<file path="src/lkvc_pkg.sv">
// Package: shared constants, request/response types and controller types for the LRU cache.
package lkvc_pkg;

  localparam int ENTRIES      = 16;
  localparam int KEY_BITS     = 32;
  localparam int DATA_BITS    = 32;
  localparam int CAP_BITS     = 5;
  localparam int SKEY_BITS    = (KEY_BITS < DATA_BITS) ? KEY_BITS : DATA_BITS;
  localparam int RANK_BITS    = (ENTRIES > 1) ? $clog2(ENTRIES) : 1;
  localparam int OCC_BITS     = $clog2(ENTRIES + 1);
  localparam int CMP_BITS     = (OCC_BITS > CAP_BITS) ? OCC_BITS : CAP_BITS;
  localparam logic [CAP_BITS-1:0] CAP_RESET = CAP_BITS'(16);

  localparam logic OP_GET = 1'b0;
  localparam logic OP_PUT = 1'b1;

  typedef struct packed {
    logic                        op;
    logic signed [DATA_BITS-1:0] key;
    logic signed [DATA_BITS-1:0] write_value;
  } req_t;

  typedef struct packed {
    logic                        hit;
    logic signed [DATA_BITS-1:0] read_value;
    logic                        evicted;
    logic signed [DATA_BITS-1:0] evicted_key;
  } rsp_t;

  typedef struct packed {
    logic load;
    logic lookup;
    logic update;
  } ctl_cmd_t;

  typedef enum logic [1:0] {
    ST_IDLE,
    ST_LOOKUP,
    ST_UPDATE
  } state_t;

endpackage

</file>
<file path="src/lkvc_ctrl.sv">
// Controller: sequences accept, lookup and update for each request.
module lkvc_ctrl (
  input  logic              clk,
  input  logic              rst_n,
  input  logic              start,
  output logic              busy,
  output lkvc_pkg::ctl_cmd_t cmd
);

  lkvc_pkg::state_t state_r, state_nxt;

  always_ff @(posedge clk) begin
    if (!rst_n) begin
      state_r <= lkvc_pkg::ST_IDLE;
    end else begin
      state_r <= state_nxt;
    end
  end

  always_comb begin
    state_nxt = state_r;
    cmd       = '0;
    busy      = 1'b1;
    case (state_r)
      lkvc_pkg::ST_IDLE: begin
        busy = 1'b0;
        if (start) begin
          cmd.load  = 1'b1;
          state_nxt = lkvc_pkg::ST_LOOKUP;
        end
      end
      lkvc_pkg::ST_LOOKUP: begin
        cmd.lookup = 1'b1;
        state_nxt  = lkvc_pkg::ST_UPDATE;
      end
      lkvc_pkg::ST_UPDATE: begin
        cmd.update = 1'b1;
        state_nxt  = lkvc_pkg::ST_IDLE;
      end
      default: begin
        state_nxt = lkvc_pkg::ST_IDLE;
      end
    endcase
  end

endmodule

</file>
<file path="src/lkvc_dp.sv">
// Datapath: entry storage, parallel key match, LRU ranks and response register.
module lkvc_dp (
  input  logic                             clk,
  input  logic                             rst_n,
  input  lkvc_pkg::ctl_cmd_t               cmd,
  input  lkvc_pkg::req_t                   in_req,
  input  logic                             cfg_we,
  input  logic [lkvc_pkg::CAP_BITS-1:0]    cfg_wdata,
  output logic                             out_valid,
  output lkvc_pkg::rsp_t                   out_rsp
);

  localparam int N  = lkvc_pkg::ENTRIES;
  localparam int KB = lkvc_pkg::SKEY_BITS;
  localparam int DB = lkvc_pkg::DATA_BITS;
  localparam int RB = lkvc_pkg::RANK_BITS;
  localparam int OB = lkvc_pkg::OCC_BITS;
  localparam int CB = lkvc_pkg::CMP_BITS;

  logic [N-1:0]                 valid_r, valid_nxt;
  logic [KB-1:0]                keys_r [N];
  logic [DB-1:0]                vals_r [N];
  logic [RB-1:0]                rank_r [N];
  logic [RB-1:0]                rank_nxt [N];
  logic [OB-1:0]                occ_r, occ_nxt;
  logic [lkvc_pkg::CAP_BITS-1:0] cap_r;
  lkvc_pkg::req_t               req_r;

  logic [N-1:0]  hit_vec, vic_vec;
  logic [RB-1:0] hit_rank;
  logic [DB-1:0] hit_val;
  logic [KB-1:0] vic_key;
  logic [KB-1:0] req_key;
  logic [RB-1:0] occ_m1;
  logic [CB-1:0] cap_x, occ_x, eff_cap;
  logic          full;

  logic [N-1:0]  hit_vec_r, vic_vec_r;
  logic [RB-1:0] hit_rank_r;
  logic [DB-1:0] hit_val_r;
  logic [KB-1:0] vic_key_r;
  logic          full_r;

  logic [N-1:0]  after, free_vec, slot_vec, key_we, val_we;
  logic          hit, is_put, evict, found;
  lkvc_pkg::rsp_t rsp_nxt;
  lkvc_pkg::rsp_t rsp_r;
  logic          rsp_valid_r;

  assign req_key = req_r.key[KB-1:0];
  assign occ_m1  = RB'(occ_r - OB'(1));
  assign cap_x   = CB'(cap_r);
  assign occ_x   = CB'(occ_r);

  always_comb begin
    if (cap_x == '0) begin
      eff_cap = CB'(1);
    end else if (cap_x > CB'(N)) begin
      eff_cap = CB'(N);
    end else begin
      eff_cap = cap_x;
    end
    full = (occ_x >= eff_cap);
  end

  // parallel match; ranks of valid entries are distinct, so the LRU entry is rank occ-1
  always_comb begin
    hit_rank = '0;
    hit_val  = '0;
    vic_key  = '0;
    for (int i = 0; i < N; i++) begin
      hit_vec[i] = valid_r[i] && (keys_r[i] == req_key);
      vic_vec[i] = valid_r[i] && (rank_r[i] == occ_m1);
      hit_rank   = hit_rank | (hit_vec[i] ? rank_r[i] : '0);
      hit_val    = hit_val  | (hit_vec[i] ? vals_r[i] : '0);
      vic_key    = vic_key  | (vic_vec[i] ? keys_r[i] : '0);
    end
  end

  assign hit    = |hit_vec_r;
  assign is_put = (req_r.op == lkvc_pkg::OP_PUT);
  assign evict  = !hit && is_put && full_r && (|vic_vec_r);
  assign after  = valid_r & ~(evict ? vic_vec_r : '0);
  assign free_vec = ~after;
  assign slot_vec = (!hit && is_put) ? (free_vec & (~free_vec + N'(1))) : '0;
  assign found    = |slot_vec;

  always_comb begin
    valid_nxt = valid_r;
    occ_nxt   = occ_r;
    key_we    = '0;
    val_we    = '0;
    rsp_nxt   = '0;
    for (int i = 0; i < N; i++) begin
      rank_nxt[i] = rank_r[i];
    end
    if (hit) begin
      for (int i = 0; i < N; i++) begin
        if (valid_r[i] && (rank_r[i] < hit_rank_r)) begin
          rank_nxt[i] = RB'(rank_r[i] + RB'(1));
        end
        if (hit_vec_r[i]) begin
          rank_nxt[i] = '0;
        end
      end
      if (is_put) begin
        val_we = hit_vec_r;
      end
    end else if (is_put) begin
      for (int i = 0; i < N; i++) begin
        if (after[i]) begin
          rank_nxt[i] = RB'(rank_r[i] + RB'(1));
        end
        if (slot_vec[i]) begin
          rank_nxt[i] = '0;
        end
      end
      valid_nxt = after | slot_vec;
      key_we    = slot_vec;
      val_we    = slot_vec;
      occ_nxt   = OB'(occ_r - OB'(evict) + OB'(found));
    end
    rsp_nxt.hit         = hit;
    rsp_nxt.read_value  = (hit && !is_put) ? hit_val_r : '0;
    rsp_nxt.evicted     = evict;
    rsp_nxt.evicted_key = evict ? DB'(vic_key_r) : '0;
  end

  always_ff @(posedge clk) begin
    if (!rst_n) begin
      valid_r     <= '0;
      occ_r       <= '0;
      cap_r       <= lkvc_pkg::CAP_RESET;
      rsp_valid_r <= 1'b0;
      for (int i = 0; i < N; i++) begin
        rank_r[i] <= '0;
      end
    end else begin
      rsp_valid_r <= cmd.update;
      if (cfg_we) begin
        cap_r <= cfg_wdata;
      end
      if (cmd.update) begin
        valid_r <= valid_nxt;
        occ_r   <= occ_nxt;
        for (int i = 0; i < N; i++) begin
          rank_r[i] <= rank_nxt[i];
        end
      end
    end
  end

  always_ff @(posedge clk) begin
    if (cmd.load) begin
      req_r <= in_req;
    end
    if (cmd.lookup) begin
      hit_vec_r  <= hit_vec;
      vic_vec_r  <= vic_vec;
      hit_rank_r <= hit_rank;
      hit_val_r  <= hit_val;
      vic_key_r  <= vic_key;
      full_r     <= full;
    end
    if (cmd.update) begin
      rsp_r <= rsp_nxt;
      for (int i = 0; i < N; i++) begin
        if (key_we[i]) begin
          keys_r[i] <= req_key;
        end
        if (val_we[i]) begin
          vals_r[i] <= req_r.write_value;
        end
      end
    end
  end

  assign out_valid = rsp_valid_r;
  assign out_rsp   = rsp_r;

`ifndef SYNTHESIS
  a_occ_range: assert property (@(posedge clk) disable iff (!rst_n)
    occ_r <= OB'(N))
    else $error("occupancy above entry count");
  a_occ_count: assert property (@(posedge clk) disable iff (!rst_n)
    $countones(valid_r) == int'(occ_r))
    else $error("occupancy disagrees with valid bits");
  a_rsp_follows: assert property (@(posedge clk) disable iff (!rst_n)
    cmd.update |=> out_valid)
    else $error("update without response strobe");
  a_hit_unique: assert property (@(posedge clk) disable iff (!rst_n)
    cmd.lookup |=> ($onehot0(hit_vec_r) && $onehot0(vic_vec_r)))
    else $error("duplicate key or LRU entry");
`endif

endmodule

</file>
<file path="src/lru_key_value_cache_top.sv">
// Top level: LRU key-value cache, controller plus datapath.
// Each request passes through the accept edge, a lookup cycle that
// compares the key against all entries in parallel and selects the least
// recent entry, and an update cycle that writes the entry, ranks and count.
// The response strobes on out_valid for one cycle right after the update,
// which is also the first cycle busy is low again; a new request can only
// be started while busy is low. The receiver cannot stall: out_rsp is valid
// only while out_valid is high. Write capacity only while busy is low and no
// response is pending.
module lru_key_value_cache_top (
  input  logic                          clk,
  input  logic                          rst_n,
  input  logic                          start,
  output logic                          busy,
  input  lkvc_pkg::req_t                in_req,
  output logic                          out_valid,
  output lkvc_pkg::rsp_t                out_rsp,
  input  logic                          cfg_we,
  input  logic [lkvc_pkg::CAP_BITS-1:0] cfg_wdata
);

  lkvc_pkg::ctl_cmd_t cmd;

  lkvc_ctrl u_ctrl (
    .clk   (clk),
    .rst_n (rst_n),
    .start (start),
    .busy  (busy),
    .cmd   (cmd)
  );

  lkvc_dp u_dp (
    .clk       (clk),
    .rst_n     (rst_n),
    .cmd       (cmd),
    .in_req    (in_req),
    .cfg_we    (cfg_we),
    .cfg_wdata (cfg_wdata),
    .out_valid (out_valid),
    .out_rsp   (out_rsp)
  );

endmodule

</file>
<file path="config.mk">
export PLATFORM = sky130hd
export DESIGN_NAME = lru_key_value_cache_top
export DESIGN_NICKNAME = d
export VERILOG_FILES = /design/src/lkvc_pkg.sv /design/src/lkvc_ctrl.sv /design/src/lkvc_dp.sv /design/src/lru_key_value_cache_top.sv
export SDC_FILE = /design/constraint.sdc
export NUM_CORES = 2
export LEC_CHECK = 0
export ABC_CLOCK_PERIOD_IN_PS = 11200
export BUFFER_PORTS_ARGS = -buffer_cell sky130_fd_sc_hd__buf_4
export CELL_PAD_IN_SITES_DETAIL_PLACEMENT = 0
export CELL_PAD_IN_SITES_GLOBAL_PLACEMENT = 1
export CORE_MARGIN = 2
export CORE_UTILIZATION = 40
export CTS_BUF_LIST = sky130_fd_sc_hd__clkbuf_2
export DETAILED_ROUTE_END_ITERATION = 12
export HOLD_SLACK_MARGIN = 0.02
export PLACE_DENSITY_LB_ADDON = 0.1
export SLEW_MARGIN = 20
export SYNTH_ARGS = -nofsm -noshare
export SYNTH_HDL_FRONTEND = slang
export SYNTH_HIERARCHICAL = 1
export SYNTH_SLANG_ARGS = --single-unit
</file>
<file path="constraint.sdc">
create_clock -name clk -period 11.2 [get_ports clk]
set_clock_uncertainty 0.1 [all_clocks]
set_input_delay 1.12 -clock clk [delete_from_list [all_inputs] [get_ports clk]]
set_output_delay 1.12 -clock clk [all_outputs]
set_load 0.02 [all_outputs]
</file>
==> impl_metrics.env <==
export IMPL_area_delta_synth_final_pct=14.7
export IMPL_period_share=0.581
export IMPL_synth_cell_types=67
export IMPL_hold_violations=0
export IMPL_io_pins=142
export IMPL_grt_max_degree=66
export IMPL_async_flop_share=0
export IMPL_clk_latency_ns=1.83
export IMPL_dp_hpwl_mm=137
export IMPL_num_fill_cells=12649
export IMPL_cap_violations=0
export IMPL_start_util=0.404
export IMPL_dominantRegCellSynth="edfxtp_1"
export IMPL_setup_viol=0
export IMPL_fin_tns_setup_ns=0
export IMPL_via_per_inst=6.05
export IMPL_num_rows=138
export IMPL_power_per_cell_area_nw_per_um2=146
export IMPL_grt_ovfl_total=0
export IMPL_drtIter0Drc=5653
export IMPL_first_global_vias=37428
export IMPL_numCtsBuffers=372
export IMPL_gr_usage_met3=0.0808
export IMPL_synth_area_per_cell_um2=15.8
export IMPL_p_leak_uw=0.0230
export IMPL_design_area_um2=65600
export IMPL_utilization=0.463
export IMPL_peakVddDrop_mv=0.0752
export IMPL_syn_nets=3780
export IMPL_worst_slew_pin_slew_ns=1.33
export IMPL_synth_yosys_seq_area_share=0.703
export IMPL_drc=0
export IMPL_port_buffers=141
export IMPL_endpoint_kind="flop"
export IMPL_vias=38548
export IMPL_clock_fmax_mhz=154
export IMPL_synth_area_um2=57200
export IMPL_total_power_uw=9560
export IMPL_rr_startpoint="u_dp/hit_vec_r[12]"
export IMPL_hold_start="rst_n"
export IMPL_cp_start_kind="flop"
export IMPL_status="completed"
export IMPL_antenna_left=0
export IMPL_required_ns=12.75
export IMPL_gr_usage_met2=0.433
export IMPL_synthTopCellsByCount="edfxtp_1 (1320), xor2_1 (544), a221oi_1 (272), a22o_1 (272), buf_2 (125)"
export IMPL_slew_headroom=0.108
export IMPL_dpl_cell_area_um2=61000
export IMPL_grt_usage=0.299
export IMPL_rsz0062_at_grt="false"
export IMPL_post_drt_wl_per_cell_um=34.8
export IMPL_synth_edff_count=1320
export IMPL_grt_busiest_layer="met1"
export IMPL_worstSetupPathType="flop to flop"
export IMPL_cts_tree="yes"
export IMPL_post_cts_resized=0
export IMPL_synth_most_common_cell="edfxtp_1"
export IMPL_timing_final_ws_setup_ns=4.70
export IMPL_min_period_ns=6.50
export IMPL_dp_worst_setup_slack_ns=5.00
export IMPL_design_core_area_um2=142000
export IMPL_drt_wl_total_mm=222
export IMPL_globalplace_congestion=0.938
export IMPL_ys_warn_count=6
export IMPL_grt_first_pass_wirelength_mm=302
export IMPL_antenna_found_initial=11
export IMPL_fp_dieW_um=382
export IMPL_clockBufferDepth=4
export IMPL_synth_top_area_share=0.693
export IMPL_first_pass_iters=5
export IMPL_crit_arrival_ns=8.06
export IMPL_hold_class="primary input to flop"
export IMPL_use_met1=0.443
export IMPL_syn_inst=3628
export IMPL_nNetsFinal=4373
export IMPL_synth_area_leaders="edfxtp_1 (69%), xor2_1 (8.3%), a221oi_1 (4.2%), a22o_1 (4.2%), ha_1 (1.7%)"
export IMPL_clockRootBuffer="clkbuf_2"
export IMPL_yosysTopAreaCell="edfxtp_1"
export IMPL_cp_max_fo=41
export IMPL_regArea_um2=40200
export IMPL_drive_gt1_frac=0.204
export IMPL_cp_startpoint="u_dp/hit_vec_r[12]"
export IMPL_numClockSinks=1349
export IMPL_dieHeight_um=382
export IMPL_cts_htree_levels=5
export IMPL_die_area_um2=146000
export IMPL_cts_clk_slew_worst_paths_ns=0.12
export IMPL_slew_violations=0
export IMPL_multiInputGateArea_um2=16300
export IMPL_synth_seq_cells=1349
-- layout make-up --
| cell class | instances | share of cell area |
|---|---|---|
| Antenna cell | 11 | 0.000419 |
| Clock buffer | 541 | 0.0413 |
| Clock inverter | 85 | 0.00547 |
| Inverter | 52 | 0.00299 |
| Multi-Input combinational cell | 2031 | 0.248 |
| Sequential cell | 1349 | 0.613 |
| Tap cell | 1890 | 0.0360 |
| Timing Repair Buffer | 415 | 0.0534 |
-- power breakdown --
group / switching, uW / internal, uW
Sequential: 80.2 / 5620
Combinational: 335 / 156
Clock: 2080 / 1300
Total: 2490 / 7070
-- state kept, by name, indices dropped and copies added, names as in the netlist --
name / count
u_dp/out_rsp: 66
u_dp/out_valid: 1
u_dp/full_r: 1
u_dp/cap_r: 5
u_dp/vals_r: 512
u_dp/hit_vec_r: 16
u_dp/valid_r: 16
u_dp/req_r: 32
u_dp/occ_r: 5
u_dp/rank_r: 64
u_dp/keys_r: 512
u_dp/vic_key_r: 32
u_dp/hit_val_r: 32
u_dp/hit_rank_r: 4
u_dp/req_key: 32
u_dp/is_put: 1
u_dp/vic_vec_r: 16
u_ctrl/state_r: 2
-- cell families after synthesis --
logic type	share of synthesized area
xor+xnor	0.0943
buf+inv	0.0195
compound gates	0.100
mux	0.000700
simple gates	0.0656
flops	0.703
fa+ha+maj	0.0172
-- layout by cell type (no fill, tap or decap), drive strengths merged, types with 30 or more instances in the layout --
cell type,Yosys,layout
edfxtp,1320,1320
xor2,544,544
clkbuf,62,541
a22o,272,272
a221oi,272,272
buf,134,260
dlygate4sd3,0,155
nor4,120,120
nor2,95,95
nand4,87,87
clkinv,0,81
nand3,77,77
ha,77,77
nor3,73,73
xnor2,69,69
inv,52,55
nand2,47,47
and2,42,42
and3,34,34
o21ai,30,30
-- per-layer routing --
layer  part of all wire  wire [um]
met1               0.43      95300
met5            0.00020         44
met2               0.43      95300
met4              0.023       5150
met3               0.12      26100
-- worst max-delay path, cell delays in order (launching register included) --
cell and delay (ns):
edfxtp_1 0.45, nor4_1 0.68, and4_1 0.77, inv_2 0.16, buf_4 0.37, nor2_1 0.58, nand3_1 0.35, nor3_1 0.63
nor4_1 0.16, and4_1 0.26, ha_1 0.30, inv_1 0.06, ha_1 0.17, inv_1 0.07, fa_1 0.43, o21bai_1 0.14
a21oi_1 0.09, xnor2_1 0.13, or3_1 0.31, a21boi_0 0.17
-- per-stage QoR --
step	instances	hold slack [ns]
after floorplan	3628	0.368
after global placement	5582	0.412
after detailed placement	5582	0.401
after CTS	6363	0.122
after global routing	6367	0.209
final	6374	0.299
-- final timing paths --
check,cells after the start,slack [ns],endpoint
max,19,4.70,u_dp/occ_r[4]
min,3,0.30,u_dp/valid_r[2]
max reg2reg,19,4.70,u_dp/occ_r[4]
min reg2reg,2,0.38,u_dp/hit_val_r[1]
-- timing repair --
item                       4_1_cts  5_1_grt
buffers inserted                 0        0
hold endpoints to repair       143        0
hold buffers                   155        0
setup endpoints to repair        0        0
(Power assumes the default switching activity.)
